$ cat config.mk
export PLATFORM = sky130hd
export DESIGN_NAME = ipsd_scale
export DESIGN_NICKNAME = d
export VERILOG_FILES = /design/src/design/ipsd_pkg.sv /design/src/design/ipsd_scale.sv
export SDC_FILE = /design/constraint.sdc
export NUM_CORES = 2
export LEC_CHECK = 0
export ABC_AREA = 1
export BUFFER_PORTS_ARGS = -buffer_cell sky130_fd_sc_hd__buf_2
export CAP_MARGIN = 20
export CORE_ASPECT_RATIO = 1.2
export CORE_MARGIN = 10
export CORE_UTILIZATION = 40
export DETAILED_ROUTE_END_ITERATION = 12
export HOLD_SLACK_MARGIN = 0.03
export PLACE_DENSITY = 0.53
export SKIP_LAST_GASP = 1
export SYNTH_ARGS = -nofsm -noshare
export SYNTH_HDL_FRONTEND = slang
export SYNTH_SLANG_ARGS = --single-unit
$ cat constraint.sdc
create_clock -name clk -period 12.4 [get_ports clk]
set_input_delay 1.24 -clock clk [delete_from_list [all_inputs] [get_ports clk]]
set_output_delay 1.24 -clock clk [all_outputs]
set_load 0.02 [all_outputs]
$ cat src/design/ipsd_pkg.sv
// Shared types, constants and the sine table generator for the inverse Park / SVPWM block.
package ipsd_pkg;

    // Pipeline depth of the whole datapath (ROM read to output register).
    localparam int NSTG = 8;

    localparam logic [15:0] PERIOD_RST = 16'd7500;

    // pi in Q30 and sqrt(3)/2 in Q16
    localparam logic [63:0]        PI_Q30   = 64'd3373259426;
    localparam logic signed [17:0] SQ3H_Q16 = 18'sd56756;

    localparam int KDS_W  = 51;
    localparam int V_W    = 52;
    localparam int DUTY_W = 54;
    localparam int FRAC_W = 48;

    typedef logic signed [15:0]       trig_t;   // Q1.15 sine / cosine
    typedef logic signed [31:0]       prod_t;   // Q30 product
    typedef logic signed [32:0]       rot_t;    // Q30 stationary-frame voltage
    typedef logic signed [KDS_W-1:0]  kds_t;    // Q46
    typedef logic signed [V_W-1:0]    vref_t;   // Q46 reference voltage
    typedef logic signed [DUTY_W-1:0] duty_t;   // Q48 duty
    typedef logic [2:0]               sector_t;

    localparam duty_t ONE_Q46  = 54'sd70368744177664;   // 2^46
    localparam duty_t HALF_Q48 = 54'sd140737488355328;  // 2^47

    // Sector codes: bit0 = Va > 0, bit1 = Vb > 0, bit2 = Vc > 0
    localparam sector_t SEC_A  = 3'd1;
    localparam sector_t SEC_B  = 3'd2;
    localparam sector_t SEC_AB = 3'd3;
    localparam sector_t SEC_C  = 3'd4;
    localparam sector_t SEC_AC = 3'd5;
    localparam sector_t SEC_BC = 3'd6;

    // Quarter-wave sine entry k of a 2^tbits table, Q15, Taylor series to x^17 in Q30.
    // Elaboration-time only.
    function automatic logic [14:0] quarter_sine(input int unsigned k, input int unsigned tbits);
        logic [63:0]        x;
        logic [63:0]        x2;
        logic [63:0]        term;
        logic [63:0]        prod;
        logic signed [63:0] sum;
        x    = (PI_Q30 * 64'(k)) >> (tbits - 1);
        x2   = (x * x) >> 30;
        term = x;
        sum  = signed'(x);
        for (int n = 1; n <= 8; n++)
        begin
            prod = (term * x2) >> 30;
            case (n)
                1:       term = prod / 64'd6;
                2:       term = prod / 64'd20;
                3:       term = prod / 64'd42;
                4:       term = prod / 64'd72;
                5:       term = prod / 64'd110;
                6:       term = prod / 64'd156;
                7:       term = prod / 64'd210;
                default: term = prod / 64'd272;
            endcase
            if ((n % 2) == 1)
                sum = sum - signed'(term);
            else
                sum = sum + signed'(term);
        end
        if (sum < 0)
            sum = 0;
        sum = (sum + 64'sd16384) >>> 15;
        if (sum > 64'sd32767)
            sum = 64'sd32767;
        return sum[14:0];
    endfunction

endpackage

$ cat src/design/ipsd_scale.sv
// One phase: saturate a Q48 duty and scale it by the PWM period (split multiply).
module ipsd_scale (
    input  logic            clk,
    input  logic [1:0]      en,
    input  ipsd_pkg::duty_t duty,
    input  logic [15:0]     period,
    output logic [15:0]     compare
);
    import ipsd_pkg::*;

    logic              zero_next;
    logic              full_next;
    logic [FRAC_W-1:0] frac;

    logic              zero_reg;
    logic              full_reg;
    logic [31:0]       ph_reg;
    logic [47:0]       pl_reg;

    logic [63:0]       prod;
    logic [15:0]       cmp_next;
    logic [15:0]       cmp_reg;

    always_comb
    begin
        frac      = duty[FRAC_W-1:0];
        zero_next = duty[DUTY_W-1] || (duty == '0);
        full_next = !duty[DUTY_W-1] && (|duty[DUTY_W-2:FRAC_W]);
    end

    always_comb
    begin
        prod = {ph_reg, 32'd0} + 64'(pl_reg);
        if (zero_reg)
            cmp_next = '0;
        else if (full_reg)
            cmp_next = period;
        else
            cmp_next = prod[63:48];
    end

    always_ff @(posedge clk)
    begin
        if (en[0])
        begin
            zero_reg <= zero_next;
            full_reg <= full_next;
            ph_reg   <= frac[47:32] * period;
            pl_reg   <= frac[31:0] * period;
        end
        if (en[1])
        begin
            cmp_reg <= cmp_next;
        end
    end

    assign compare = cmp_reg;

endmodule

==> reports/results.tsv <==
metric	value	unit
n_fill_cell	7778	
avgSynthCellArea	7.37	sq um
cts-resized-gates	0	
vias	23900	
cp-start-kind	primary input	
grt_pass1_wl	146	mm
die_area	0.0857	sq mm
clockRootBuffer	clkbuf_16	
io_pins	89	
rsz0062_at_grt	false	
wl	88.8	mm
worstSkewPairLatency	350	ps
path_clk_slew	60	ps
clockBufferDepth	2	
finalNetCount	4892	
finalSetupViolations	0	
criticalPathCategory	in -> reg	
clock-sinks	66	
cts_tree	built	
syn_area	0.0297	sq mm
core	0.0736	sq mm
ant_nets	0	
wire_per_inst	18.1	um
grt_use_total	21.7	%
die_w	269	um
worst_hold_slack	689	ps
synth_top_area_share	41.1	%
ys_types	37	
fmax	0.141	GHz
fin_crit_sh	57.4	%
slew_headroom	42.8	%
ys.flop_type	edfxtp_1	
antenna_found_initial	5	
finClkSkew	14.6	ps
final.setup.tns	0	ps
syn_inst	4035	
status	completed	
hold_path.class	reg -> reg	
overflow	0	
maxCapViolations	0	
synth.top_cells.by_area	fa_1, nand2_1, inv_1, ha_1, edfxtp_1	
grt_pass1_vias	26400	
worst-path-max-fanout	38	
route.detailed.drc	0	
ys_seq_area_share	6.67	%
grt_start_max_net_pins	51	
h-tree-depth	3	
area_delta_synth_final	4.62	%
fp-row-count	109	
yosysWarnings	0	
start_util	40.4	%
synth_edf_count	66	
drive_gt1_share	3.90	%
die_h	319	um
gp_congestion	0.920	
port-buffer-count	88	
dr.pass1.iters	5	
end_kind	flip-flop	
syn_nets	4955	
dp_hpwl	70.7	mm
ys_seq_elements	66	
initialDrtViolationCount	1117	
async_flop_share	0	%
cts_hold_buf	0	
hold_viol_final	0	
worst_slew_pin_slew	857	ps
period_needed	7110	ps
maxSlewViolCount	0	
via_per_inst	4.86	
largest_reg_flops	32	
cts_setup_buffers	0	
synth_area_leader_cell	fa_1	
cts_buffers	9	
worst-endpoint-required	12560	ps
cp.arrival	7270	ps
## final timing paths
| check | cells after the start | slack [ps] | startpoint | to |
|---|---|---|---|---|
| setup / recovery | 22 | 5290 | period[2] | ph_reg[23]$_DFFE_PP_ |
| hold / removal | 2 | 690 | full_reg$_DFFE_PP_ | compare[4]$_SDFFCE_PP0P_ |
| setup reg to reg | 12 | 10130 | pl_reg[45]$_DFFE_PP_ | compare[12]$_SDFFCE_PP0P_ |
| hold reg to reg | 2 | 690 | full_reg$_DFFE_PP_ | compare[4]$_SDFFCE_PP0P_ |
## Yosys cell counts (all sizes together) (8+ instances only)
library cell and n:
xnor2 8, xor2 23, nand3 93, nand2 1200, a21o 12, nor2 163
o21ai 64, inv 1183, edfxtp 66, a21oi 106, ha 236, o21bai 11
nor4 11, clkbuf 152, fa 611, nor3 25, buf 27, nand4 30
## kinds of logic (layout without fill, tap and decap cells)
family | count (synthesis) | in the layout | synth area share (%)
buf+inv | 1363 | 1305 | 17.2
fa+ha+maj | 847 | 847 | 51.1
xor+xnor | 31 | 31 | 0.913
flops | 66 | 66 | 6.67
simple gates | 1527 | 1527 | 20.4
other cells | 0 | 1 | 0
compound gates | 201 | 201 | 3.66
## cell usage in the layout (no fill, tap or decap), types with 3 or more instances in the layout
cell type,n
nor2_2,10
nand4_1,30
buf_2,88
inv_2,10
xor2_1,23
a21oi_1,105
o21ai_1,4
nor4_1,10
o21ai_0,60
nand2_1,1194
xnor2_1,8
clkbuf_16,9
a21o_1,12
nor3_2,3
a31oi_1,4
nor2_1,152
clkinvlp_4,3
ha_1,236
nand3_1,92
nand3b_1,4
nand2_2,5
buf_4,17
o21bai_1,10
inv_1,1173
edfxtp_1,66
nor3_1,22
fa_1,611
## metal layers
metal  routed length [um]  track usage [%]
met3                 3370             2.02
met1                36700             26.7
met5                   39                0
met2                47300             40.5
met4                 1480             3.76
## per-stage QoR
step | instances | setup WS [ps] | utilization [%] | instance area, sq um
2_1_floorplan | 4035 | 5950 | - | 29700
3_3_place_gp | 4904 | 4910 | 41.8 | 30800
3_5_place_dp | 4904 | 4940 | 41.8 | 30800
4_1_cts | 4920 | 5280 | 42.2 | 31100
5_1_grt | 4920 | 5020 | 42.2 | 31100
6_report | 4921 | 5290 | 42.2 | 31100
## worst max-delay path: stages
cell     delay (ps)
buf_2           360
buf_4           560
nand2_1         170
fa_1            540
inv_1            60
fa_1            540
inv_1            60
fa_1            490
inv_1            50
fa_1            560
inv_1            60
fa_1            460
fa_1            500
inv_1            50
ha_1            380
nand2_1         110
nor2_1          200
inv_1            80
nor2_1          240
nand4_1         130
nand3_1         150
xor2_1          240
## final cells by class
type	count	area, sq um	area share (%)
antenna	1	2.50	0.00805
clock buffer	9	225	0.724
clock inverter	7	77.6	0.249
inverter	1184	4440	14.3
multi-input combinational	2606	22600	72.7
sequential	66	1980	6.37
tap	943	1180	3.79
timing repair buffer	105	568	1.83
Power is not shown: default switching activity piles up to over one toggle a cycle in this logic, so the estimate is an artifact.
