===== config.mk =====
export PLATFORM = sky130hd
export DESIGN_NAME = ipsd_rot
export DESIGN_NICKNAME = d
export VERILOG_FILES = /design/src/design/ipsd_pkg.sv /design/src/design/ipsd_rot.sv
export SDC_FILE = /design/constraint.sdc
export NUM_CORES = 2
export LEC_CHECK = 0
export ABC_CLOCK_PERIOD_IN_PS = 9700
export BUFFER_PORTS_ARGS = -buffer_cell sky130_fd_sc_hd__buf_4
export CAP_MARGIN = 20
export CORE_ASPECT_RATIO = 1.4
export CORE_UTILIZATION = 65
export CTS_CLUSTER_DIAMETER = 40
export CTS_CLUSTER_SIZE = 14
export DETAILED_ROUTE_END_ITERATION = 10
export PLACE_DENSITY = 0.82
export SYNTH_ARGS = -nofsm -noshare
export SYNTH_HDL_FRONTEND = slang
export SYNTH_SLANG_ARGS = --single-unit

===== constraint.sdc =====
create_clock -name clk -period 9.7 [get_ports clk]
set_input_delay 0.97 -clock clk [delete_from_list [all_inputs] [get_ports clk]]
set_output_delay 0.97 -clock clk [all_outputs]
set_load 0.05 [all_outputs]

===== src/design/ipsd_pkg.sv =====
// Shared types, constants and the sine table generator for the inverse Park / SVPWM block.
package ipsd_pkg;

    // Pipeline depth of the whole datapath (ROM read to output register).
    localparam int NSTG = 8;

    localparam logic [15:0] PERIOD_RST = 16'd7500;

    // pi in Q30 and sqrt(3)/2 in Q16
    localparam logic [63:0]        PI_Q30   = 64'd3373259426;
    localparam logic signed [17:0] SQ3H_Q16 = 18'sd56756;

    localparam int KDS_W  = 51;
    localparam int V_W    = 52;
    localparam int DUTY_W = 54;
    localparam int FRAC_W = 48;

    typedef logic signed [15:0]       trig_t;   // Q1.15 sine / cosine
    typedef logic signed [31:0]       prod_t;   // Q30 product
    typedef logic signed [32:0]       rot_t;    // Q30 stationary-frame voltage
    typedef logic signed [KDS_W-1:0]  kds_t;    // Q46
    typedef logic signed [V_W-1:0]    vref_t;   // Q46 reference voltage
    typedef logic signed [DUTY_W-1:0] duty_t;   // Q48 duty
    typedef logic [2:0]               sector_t;

    localparam duty_t ONE_Q46  = 54'sd70368744177664;   // 2^46
    localparam duty_t HALF_Q48 = 54'sd140737488355328;  // 2^47

    // Sector codes: bit0 = Va > 0, bit1 = Vb > 0, bit2 = Vc > 0
    localparam sector_t SEC_A  = 3'd1;
    localparam sector_t SEC_B  = 3'd2;
    localparam sector_t SEC_AB = 3'd3;
    localparam sector_t SEC_C  = 3'd4;
    localparam sector_t SEC_AC = 3'd5;
    localparam sector_t SEC_BC = 3'd6;

    // Quarter-wave sine entry k of a 2^tbits table, Q15, Taylor series to x^17 in Q30.
    // Elaboration-time only.
    function automatic logic [14:0] quarter_sine(input int unsigned k, input int unsigned tbits);
        logic [63:0]        x;
        logic [63:0]        x2;
        logic [63:0]        term;
        logic [63:0]        prod;
        logic signed [63:0] sum;
        x    = (PI_Q30 * 64'(k)) >> (tbits - 1);
        x2   = (x * x) >> 30;
        term = x;
        sum  = signed'(x);
        for (int n = 1; n <= 8; n++)
        begin
            prod = (term * x2) >> 30;
            case (n)
                1:       term = prod / 64'd6;
                2:       term = prod / 64'd20;
                3:       term = prod / 64'd42;
                4:       term = prod / 64'd72;
                5:       term = prod / 64'd110;
                6:       term = prod / 64'd156;
                7:       term = prod / 64'd210;
                default: term = prod / 64'd272;
            endcase
            if ((n % 2) == 1)
                sum = sum - signed'(term);
            else
                sum = sum + signed'(term);
        end
        if (sum < 0)
            sum = 0;
        sum = (sum + 64'sd16384) >>> 15;
        if (sum > 64'sd32767)
            sum = 64'sd32767;
        return sum[14:0];
    endfunction

endpackage


===== src/design/ipsd_rot.sv =====
// Inverse Park rotation: four products, sum/difference, then the sqrt(3)/2 scale.
module ipsd_rot (
    input  logic               clk,
    input  logic [2:0]         en,
    input  logic [14:0]        sin_mag,
    input  logic               sin_neg,
    input  logic [14:0]        cos_mag,
    input  logic               cos_neg,
    input  logic signed [15:0] volt_d,
    input  logic signed [15:0] volt_q,
    output ipsd_pkg::rot_t     qs_out,
    output ipsd_pkg::kds_t     kds_out
);
    import ipsd_pkg::*;

    trig_t sn;
    trig_t cs;

    prod_t p_dc_reg;
    prod_t p_qs_reg;
    prod_t p_qc_reg;
    prod_t p_ds_reg;
    rot_t  ds_reg;
    rot_t  qs_reg;
    rot_t  qs3_reg;
    kds_t  kds_reg;

    always_comb
    begin
        sn = sin_neg ? -trig_t'({1'b0, sin_mag}) : trig_t'({1'b0, sin_mag});
        cs = cos_neg ? -trig_t'({1'b0, cos_mag}) : trig_t'({1'b0, cos_mag});
    end

    always_ff @(posedge clk)
    begin
        if (en[0])
        begin
            p_dc_reg <= volt_d * cs;
            p_qs_reg <= volt_q * sn;
            p_qc_reg <= volt_q * cs;
            p_ds_reg <= volt_d * sn;
        end
        if (en[1])
        begin
            ds_reg <= 33'(p_dc_reg) - 33'(p_qs_reg);
            qs_reg <= 33'(p_qc_reg) + 33'(p_ds_reg);
        end
        if (en[2])
        begin
            kds_reg <= ds_reg * SQ3H_Q16;
            qs3_reg <= qs_reg;
        end
    end

    assign qs_out  = qs3_reg;
    assign kds_out = kds_reg;

endmodule


==> results.py <==
metrics = {
    "outcome": {
        "outcome": "completed",
    },
    "critical_path": {
        "end_kind": "register",
        "worstSetupStartpointType": "input pin",
        "r2r_start": "ds_reg[8]$_DFFE_PP_",
        "r2r_end": "kds_out[43]$_DFFE_PP_",
        "ff2ff_setup_slack_ps": 2810,
        "crit_arrival_ps": 8850,
        "slowest_stage": "xor2_2",
        "crit_path_max_fanout": 18,
        "rr_worst_depth": 21,
        "crit_top_cell": "fa_1",
        "slowest_delay_ps": 830,
        "crit_type": "in -> reg",
        "critPathRequiredTime_ps": 10020,
    },
    "timing": {
        "timing.max_slew.rel_slack_pct": 27.01,
        "fin_crit_sh_pct": 88.00,
        "fmax_mhz": 117.2,
        "period_needed_ps": 8536,
        "drv_slew": 0,
        "grt_setup_unrepaired": "false",
        "worst_pin_slew_ps": 1089,
        "finalSetupViolCount": 0,
        "final.setup.tns_ps": 0,
        "fin_skew_ps": 21.46,
        "hold_violations": 0,
    },
    "clock_tree": {
        "cts-resized-gates": 0,
        "cts.sinks": 275,
        "root_buffer": "clkbuf_16",
        "cts_max_path_buffers": 3,
        "clk_pin_slew_worst_paths_ps": 60,
        "cts_setup_buffers": 0,
        "clock_latency_ps": 590,
        "ctsHtreeMaxLevel": 2,
        "cts_tree": "yes",
        "cts_hold_buf": 0,
        "cts_made_buffers": 39,
    },
    "floorplan": {
        "die_h_um": 366.3,
        "die_area_um2": 96030,
        "die_width_um": 262.2,
        "rows": 133,
        "io_pins": 152,
        "start_util_pct": 65.64,
        "core-area_um2": 93860,
    },
    "route": {
        "drt_pass1_iterations": 8,
        "wirelength_um": 152100,
        "via_count": 43270,
        "drt_iter0_drc": 2956,
        "wire_per_inst_um": 20.05,
        "ant_nets": 0,
        "drcViolationCount": 0,
        "vias_per_cell": 5.706,
    },
    "min_path": {
        "min_from": "qs_reg[25]$_DFFE_PP_",
        "whs_endpoint": "qs_out[25]$_DFFE_PP_",
        "hold_depth": 0,
        "hp-class": "reg -> reg",
    },
    "cells_and_area": {
        "layout_commonest_cell": "inv_1",
        "drive_above_1_share_pct": 5.828,
        "fin_nets": 8258,
        "largest_reg_flops": 48,
        "syn_to_final_growth_pct": 6.225,
        "most-common-layout-cells": "inv_1, fa_1, nand2_1",
    },
    "global_routing": {
        "gr-usage-met3_pct": 5.341,
        "use_met1_pct": 36.34,
        "track_usage_pct": 33.69,
        "grt_overflow": 0,
        "antenna_found_initial": 6,
        "grt_max_degree": 69,
        "grt_pass1_vias": 48928,
        "grt_pass1_wl_um": 248500,
        "grt_use_met2_pct": 58.44,
        "grt_busiest_layer": "met2",
    },
    "logic_synthesis": {
        "yosysSeqAreaShare_pct": 13.40,
        "yosysWarnings": 0,
        "syn_area_um2": 61610,
        "synth_top_flop_cell": "edfxtp_1",
        "synth.distinct_cells": 80,
        "synthCells": 6293,
        "async_flop_share_pct": 0,
        "synth_seq_cells": 275,
        "syn_area_per_cell_um2": 9.790,
        "synth_edf_count": 275,
    },
    "placed_design": {
        "numPortBuffers": 149,
        "place_congestion": 0.9628,
        "dp_hpwl_um": 125200,
    },
    "job": {
        "maxCapViolCount": 0,
    },
}
[cell type report]
type,count,area (um^2)
antenna,2,5.005
clock buffer,43,1012
clock inverter,28,289.0
fill,6953,28410
inverter,1618,6073
multi-input combinational,4188,46660
sequential,275,8258
tap,1215,1520
timing repair buffer,214,1622
[critical path: cells and delay by family]
kind                       cells  cell delay [ps]
buffers and inverters          5              780
AOI/OAI and AO/OA              9             1910
and+or+nand+nor                6             1260
xor gates and xnor gates       1              830
adders and majority gates      7             3070
[logic make-up (layout without fill, tap and decap cells)]
group / after synthesis / count (layout) / synth area share, %
buf+inv: 1831 / 1903 / 11.19
flops: 275 / 275 / 13.40
xor+xnor: 261 / 261 / 3.711
simple gates: 1464 / 1464 / 11.52
compound gates: 602 / 602 / 6.497
mux: 5 / 5 / 0.08327
other cells: 1 / 4 / 0.006087
fa+ha+maj: 1854 / 1854 / 53.58
[routing by layer]
metal | part of all wire [%] | wire length [um]
met5 | 0.040 | 61
met1 | 33 | 50560
met2 | 50 | 76520
met4 | 9.6 | 14670
met3 | 6.7 | 10240
[cells in the mapped netlist, types with 7 or more instances]
cell      number  share of area, %
o21ai_1       12             0.097
edfxtp_1     275                13
nor2_1       159              0.97
and3_1        16              0.16
o21a_1        33              0.40
or2_2         25              0.25
nor3_1        48              0.39
or3_1         15              0.15
clkbuf_1     207               1.3
inv_1       1618               9.9
fa_1        1307                42
a21o_1        87               1.1
xor2_1        55              0.78
o21bai_1      30              0.37
nand3_1       36              0.29
a31oi_1       22              0.22
a31o_2         8              0.11
a21oi_2        8              0.11
ha_1         547                11
o21ai_0      105              0.85
o41ai_1        8              0.11
nor4_1         7             0.071
nand2b_1      28              0.28
a21oi_1      170               1.4
nand2_1      640               3.9
o211ai_1      10              0.12
o31ai_1       15              0.18
a211oi_1      20              0.24
nor2b_1       15              0.15
and2_1       432               4.4
nand4_1       17              0.17
xnor2_1      206               2.9
[through the flow]
step                      utilization, %  setup WS, ps  area, um^2  instances  hold slack, ps
after detailed placement           68.30         613.3       64100       7508           404.5
after global placement             68.30         700.7       64100       7508           401.3
after global routing               69.72         756.6       65440       7581           421.2
after CTS                          69.69          1208       65410       7579           418.6
final                              69.72          1164       65440       7583           418.0
after floorplan                        -          1501       61610       6294           400.3
[worst max path at each step]
| stage | startpoint | end | slack [ps] | depth (start not counted) |
|---|---|---|---|---|
| finish | cos_mag[3] | p_qc_reg[31]$_DFFE_PP_ | 1160 | 28 |
| global placement | sin_mag[5] | p_ds_reg[24]$_DFFE_PP_ | 700 | 25 |
| global route | cos_mag[3] | p_qc_reg[31]$_DFFE_PP_ | 760 | 28 |
| floorplan | cos_mag[3] | p_dc_reg[30]$_DFFE_PP_ | 1500 | 29 |
| CTS | sin_mag[5] | p_ds_reg[24]$_DFFE_PP_ | 1210 | 25 |
| detailed placement | sin_mag[5] | p_ds_reg[24]$_DFFE_PP_ | 610 | 25 |
Power is left out: the tool's default activity adds up to more than one toggle a clock period on the data nets, which glitch-free logic cannot reach.
