## config.mk

```make
export PLATFORM = sky130hd
export DESIGN_NAME = ipsd_duty
export DESIGN_NICKNAME = d
export VERILOG_FILES = /design/src/design/ipsd_pkg.sv /design/src/design/ipsd_duty.sv
export SDC_FILE = /design/constraint.sdc
export NUM_CORES = 1
export LEC_CHECK = 0
export ABC_CLOCK_PERIOD_IN_PS = 14400
export BUFFER_PORTS_ARGS = -buffer_cell sky130_fd_sc_hd__buf_4
export CELL_PAD_IN_SITES_DETAIL_PLACEMENT = 1
export CELL_PAD_IN_SITES_GLOBAL_PLACEMENT = 2
export CORE_MARGIN = 5
export CORE_UTILIZATION = 41
export DETAILED_ROUTE_END_ITERATION = 12
export GPL_ROUTABILITY_DRIVEN = 0
export PLACE_DENSITY = 0.86
export SETUP_SLACK_MARGIN = 0.1
export SLEW_MARGIN = 20
export SYNTH_ARGS = -nofsm -noshare
export SYNTH_HDL_FRONTEND = slang
export SYNTH_SLANG_ARGS = --single-unit
```

## constraint.sdc

```tcl
create_clock -name clk -period 14.4 [get_ports clk]
set_input_delay 1.44 -clock clk [delete_from_list [all_inputs] [get_ports clk]]
set_output_delay 1.44 -clock clk [all_outputs]
set_load 0.02 [all_outputs]
```

## src/design/ipsd_pkg.sv

```systemverilog
// Shared types, constants and the sine table generator for the inverse Park / SVPWM block.
package ipsd_pkg;

    // Pipeline depth of the whole datapath (ROM read to output register).
    localparam int NSTG = 8;

    localparam logic [15:0] PERIOD_RST = 16'd7500;

    // pi in Q30 and sqrt(3)/2 in Q16
    localparam logic [63:0]        PI_Q30   = 64'd3373259426;
    localparam logic signed [17:0] SQ3H_Q16 = 18'sd56756;

    localparam int KDS_W  = 51;
    localparam int V_W    = 52;
    localparam int DUTY_W = 54;
    localparam int FRAC_W = 48;

    typedef logic signed [15:0]       trig_t;   // Q1.15 sine / cosine
    typedef logic signed [31:0]       prod_t;   // Q30 product
    typedef logic signed [32:0]       rot_t;    // Q30 stationary-frame voltage
    typedef logic signed [KDS_W-1:0]  kds_t;    // Q46
    typedef logic signed [V_W-1:0]    vref_t;   // Q46 reference voltage
    typedef logic signed [DUTY_W-1:0] duty_t;   // Q48 duty
    typedef logic [2:0]               sector_t;

    localparam duty_t ONE_Q46  = 54'sd70368744177664;   // 2^46
    localparam duty_t HALF_Q48 = 54'sd140737488355328;  // 2^47

    // Sector codes: bit0 = Va > 0, bit1 = Vb > 0, bit2 = Vc > 0
    localparam sector_t SEC_A  = 3'd1;
    localparam sector_t SEC_B  = 3'd2;
    localparam sector_t SEC_AB = 3'd3;
    localparam sector_t SEC_C  = 3'd4;
    localparam sector_t SEC_AC = 3'd5;
    localparam sector_t SEC_BC = 3'd6;

    // Quarter-wave sine entry k of a 2^tbits table, Q15, Taylor series to x^17 in Q30.
    // Elaboration-time only.
    function automatic logic [14:0] quarter_sine(input int unsigned k, input int unsigned tbits);
        logic [63:0]        x;
        logic [63:0]        x2;
        logic [63:0]        term;
        logic [63:0]        prod;
        logic signed [63:0] sum;
        x    = (PI_Q30 * 64'(k)) >> (tbits - 1);
        x2   = (x * x) >> 30;
        term = x;
        sum  = signed'(x);
        for (int n = 1; n <= 8; n++)
        begin
            prod = (term * x2) >> 30;
            case (n)
                1:       term = prod / 64'd6;
                2:       term = prod / 64'd20;
                3:       term = prod / 64'd42;
                4:       term = prod / 64'd72;
                5:       term = prod / 64'd110;
                6:       term = prod / 64'd156;
                7:       term = prod / 64'd210;
                default: term = prod / 64'd272;
            endcase
            if ((n % 2) == 1)
                sum = sum - signed'(term);
            else
                sum = sum + signed'(term);
        end
        if (sum < 0)
            sum = 0;
        sum = (sum + 64'sd16384) >>> 15;
        if (sum > 64'sd32767)
            sum = 64'sd32767;
        return sum[14:0];
    endfunction

endpackage

```

## src/design/ipsd_duty.sv

```systemverilog
// Reference voltages, sector code and the three Q48 phase duties.
module ipsd_duty (
    input  logic              clk,
    input  logic [1:0]        en,
    input  ipsd_pkg::rot_t    qs,
    input  ipsd_pkg::kds_t    kds,
    output ipsd_pkg::duty_t   duty_a,
    output ipsd_pkg::duty_t   duty_b,
    output ipsd_pkg::duty_t   duty_c,
    output ipsd_pkg::sector_t sector
);
    import ipsd_pkg::*;

    vref_t   va_next;
    vref_t   vb_next;
    vref_t   vc_next;
    vref_t   qs_half;
    sector_t code_next;

    vref_t   va_reg;
    vref_t   vb_reg;
    vref_t   vc_reg;
    sector_t code_v_reg;

    vref_t   t1;
    vref_t   t2;
    duty_t   d_first;
    duty_t   d_second;
    duty_t   d_third;
    duty_t   ta_next;
    duty_t   tb_next;
    duty_t   tc_next;

    duty_t   ta_reg;
    duty_t   tb_reg;
    duty_t   tc_reg;
    sector_t code_d_reg;

    always_comb
    begin
        qs_half   = vref_t'(qs) <<< 15;
        va_next   = vref_t'(qs) <<< 16;
        vb_next   = vref_t'(kds) - qs_half;
        vc_next   = -vref_t'(kds) - qs_half;
        code_next = {vc_next > 0, vb_next > 0, va_next > 0};
    end

    // Chained steps collapse to ONE -/+ t1 -/+ t2; the sector picks which phase gets each.
    always_comb
    begin
        t1 = '0;
        t2 = '0;
        case (code_v_reg)
            SEC_A:   begin t1 = vc_reg;  t2 = vb_reg;  end
            SEC_B:   begin t1 = vb_reg;  t2 = -va_reg; end
            SEC_AB:  begin t1 = -vc_reg; t2 = va_reg;  end
            SEC_C:   begin t1 = -va_reg; t2 = vc_reg;  end
            SEC_AC:  begin t1 = va_reg;  t2 = -vb_reg; end
            SEC_BC:  begin t1 = -vb_reg; t2 = -vc_reg; end
            default: begin t1 = '0;      t2 = '0;      end
        endcase
        d_first  = ONE_Q46 - duty_t'(t1) - duty_t'(t2);
        d_second = ONE_Q46 + duty_t'(t1) - duty_t'(t2);
        d_third  = ONE_Q46 + duty_t'(t1) + duty_t'(t2);
        case (code_v_reg)
            SEC_A:   begin tb_next = d_first; ta_next = d_second; tc_next = d_third; end
            SEC_B:   begin ta_next = d_first; tc_next = d_second; tb_next = d_third; end
            SEC_AB:  begin ta_next = d_first; tb_next = d_second; tc_next = d_third; end
            SEC_C:   begin tc_next = d_first; tb_next = d_second; ta_next = d_third; end
            SEC_AC:  begin tb_next = d_first; tc_next = d_second; ta_next = d_third; end
            SEC_BC:  begin tc_next = d_first; ta_next = d_second; tb_next = d_third; end
            default: begin ta_next = HALF_Q48; tb_next = HALF_Q48; tc_next = HALF_Q48; end
        endcase
    end

    always_ff @(posedge clk)
    begin
        if (en[0])
        begin
            va_reg     <= va_next;
            vb_reg     <= vb_next;
            vc_reg     <= vc_next;
            code_v_reg <= code_next;
        end
        if (en[1])
        begin
            ta_reg     <= ta_next;
            tb_reg     <= tb_next;
            tc_reg     <= tc_next;
            code_d_reg <= code_v_reg;
        end
    end

    assign duty_a = ta_reg;
    assign duty_b = tb_reg;
    assign duty_c = tc_reg;
    assign sector = code_d_reg;

endmodule

```

==> summary.txt <==
Worst Skew: 0.0491 ns
Top FF cell, synth: edfxtp_1
maxcap violations: 0
period utilization: 54.9%
I/O Buffers: 251
clk slew on worst S/H paths: 0.07 ns
DRC: 0
CP max stage delay: 0.86 ns
CTS H-tree lvls: 1
First-pass DRT Iterations: 5
yosys synthesis warning count: 0
via count: 35972
clock tree sinks: 304
global route total overflow: 0
static leakage: 15.9 nW
HP Class: reg -> reg
area grow syn2layout: 10.4%
synth unique cells: 112
pwr/cell area: 196 nW/um^2
# setup viols final: 0
asr flop ratio synth: 0%
sequential fraction of the synthesis area: 25.4%
commonest non-fill, non-tap cell in the layout: nor2_1
RSZ-0062 raised after global routing: no
gr usage total: 28.6%
CP max-delay cell: a2111oi_1
I/O Pins: 252
TNS Setup: 0 ns
crit path time final: 7.90 ns
Final Net Count: 4961
Avg Synthesized Cell Area: 8.07 um^2
Cells after Synth: 4457
Req. time, crit path: 14.74 ns
Post-synth EDFFs: 304
clk_lat worst skew: 0.64 ns
Cell Rows: 108
Setup crit start kind: flip-flop
first-pass GRT wire length: 215000 um
commonest non-fill, non-tap cells in the layout: 441 x nor2_1, 399 x a21oi_1, 342 x ha_1, 318 x inv_1, 314 x nand2_1
initial core utilization: 41.4%
pre-CTS setup slack: 6.65 ns
final core utilization: 45.7%
syn_nets: 4891
crit end category: flip-flop
die area: 93800 um^2
Num CTS Buffers: 31
final worst slack: 6.50 ns
CP Buf/Inv Count: 3
Hold-fix buffers, CTS: 0
Die H: 306 um
CORE AREA: 86900 um^2
Setup Crit Path Kind: reg -> reg
switching pwr: 0.00412 W
Slew headroom: 26.5%
DR iter-0 viols: 3088
Clock Tree Root: clkbuf_16
CTS tree: built
Crit path arrival time: 8.24 ns
initial antenna violation count: 1
die width: 306 um
Fmax: 127 MHz
Setup Fix Bufs, Post-CTS: 0
Synth Cell Area: 36000 um^2
Worst Tran Pin Value: 1.08 ns
Slew Viols, Final: 0
flops & latches, synth: 304
Critical Path, Cell by Cell: inv_4 -> buf_4 -> nand2_1 -> buf_4 -> nor2_1 -> a221oi_1 -> ha_1 -> a21oi_1 -> nor4_1 -> or4_1 -> a2111oi_1 -> o211ai_1 -> a221oi_1 -> o21ai_0 -> xnor2_1 -> nor2_1 -> a211oi_1 -> a31oi_1
largest net degree at the start of global routing: 108
cell family with most CP delay: compound AO/OA/AOI/OAI gates
share of cells above drive strength 1: 9.67%
sw frac: 53.1%
internal power: 0.00364 W
Comb power frac: 70.2%
Worst Path Max Fanout: 37
clock buffer depth: 3
Post-Route WL: 141000 um
post-cts sizing count: 0
Flop pwr share: 19.2%
Final ANT Viol Nets: 0
dpl hpwl: 111000 um
Clk pwr share: 10.6%
endpoints failing hold: 0
status: complete, no violations
vias per cell: 6.30
vias in the first global route: 35074
wire length per cell: 24.8 um
Max VDD drop: 0.000109 V
[worst reg2reg max path, stage by stage, from the launching register on]
cell	delay, ns
edfxtp_1	0.43
inv_4	0.41
buf_4	0.54
nand2_1	0.17
buf_4	0.29
nor2_1	0.84
a221oi_1	0.39
ha_1	0.56
a21oi_1	0.24
nor4_1	0.11
or4_1	0.57
a2111oi_1	0.86
o211ai_1	0.36
a221oi_1	0.75
o21ai_0	0.36
xnor2_1	0.32
nor2_1	0.08
a211oi_1	0.25
a31oi_1	0.07
[Yosys cell counts (46+ instances only)]
library cell | number | share of area (%)
edfxtp_1 | 304 | 25
a211oi_1 | 46 | 0.96
inv_1 | 320 | 3.3
a221oi_1 | 177 | 4.3
xnor2_1 | 249 | 6.1
a21o_1 | 65 | 1.4
xor2_1 | 111 | 2.7
o21ai_0 | 164 | 2.3
nand2_1 | 314 | 3.3
a22oi_1 | 100 | 2.1
o21bai_1 | 67 | 1.4
clkbuf_1 | 212 | 2.2
ha_1 | 342 | 12
nor4_1 | 56 | 0.97
nor2_1 | 449 | 4.7
a21oi_1 | 399 | 5.5
nand3_1 | 83 | 1.2
nor3_1 | 116 | 1.6
a31oi_1 | 67 | 1.2
[power by group through the flow]
stage          clock [W]  combinational, W  sequential [W]
3_5_place_dp           0           0.00530         0.00151
2_1_floorplan          0           0.00342         0.00166
5_1_grt         0.000880           0.00587         0.00152
3_3_place_gp           0           0.00523         0.00150
4_1_cts         0.000838           0.00534         0.00149
6_report        0.000821           0.00545         0.00149
[metal layers]
layer	wire length [um]	track usage, %	part of all wire, %	vias up
met2	61500	44.5	44	1325
met4	3730	7.11	2.6	2
li1	-	-	-	16735
met5	20	0	0.014	-
met3	8920	2.05	6.3	154
met1	67100	43.1	47	17756
[area by class of cell]
cell class                      instances  area, um^2
Inverter                              334        1260
Sequential cell                       304        9130
Timing Repair Buffer                  294        2230
Tap cell                             1155        1450
Multi-Input combinational cell       3562       24700
Clock buffer                           36         795
Fill cell                           10504       47200
Clock inverter                         21         203
Antenna cell                            1        2.50
[stage by stage]
step / hold slack [ns] / area, um^2 / total power, W / cells
CTS: 0.947 / 39700 / 0.00767 / 5706
global route: 0.954 / 39700 / 0.00826 / 5706
finish: 0.925 / 39700 / 0.00777 / 5707
floorplan: 0.424 / 36000 / 0.00508 / 4457
detailed placement: 0.943 / 38700 / 0.00681 / 5649
global placement: 0.929 / 38700 / 0.00673 / 5649
[final timing paths]
kind / from / endpoint / slack, ns / cells past startpoint
hold reg to reg: code_v_reg[0] / sector[0] / 0.93 / 1
hold / removal: code_v_reg[0] / sector[0] / 0.93 / 1
setup reg to reg: code_v_reg[1] / duty_c[46] / 6.50 / 18
setup / recovery: code_v_reg[1] / duty_c[46] / 6.50 / 18
[kinds of logic (layout without fill, tap and decap cells)]
group                    count (synthesis)  in the layout  synth area share, %
AO/OA/AOI/OAI                         1462           1462                 28.0
AND/OR/NAND/NOR                       1338           1338                 17.8
buffers and inverters                  591            685                 6.25
XOR/XNOR                               361            361                 8.81
adder cells (fa/ha/maj)                347            347                 12.2
flip-flops                             304            304                 25.4
multiplexers                            54             54                 1.54
other                                    0              1                    0
Power figures use the tool's default switching activity.
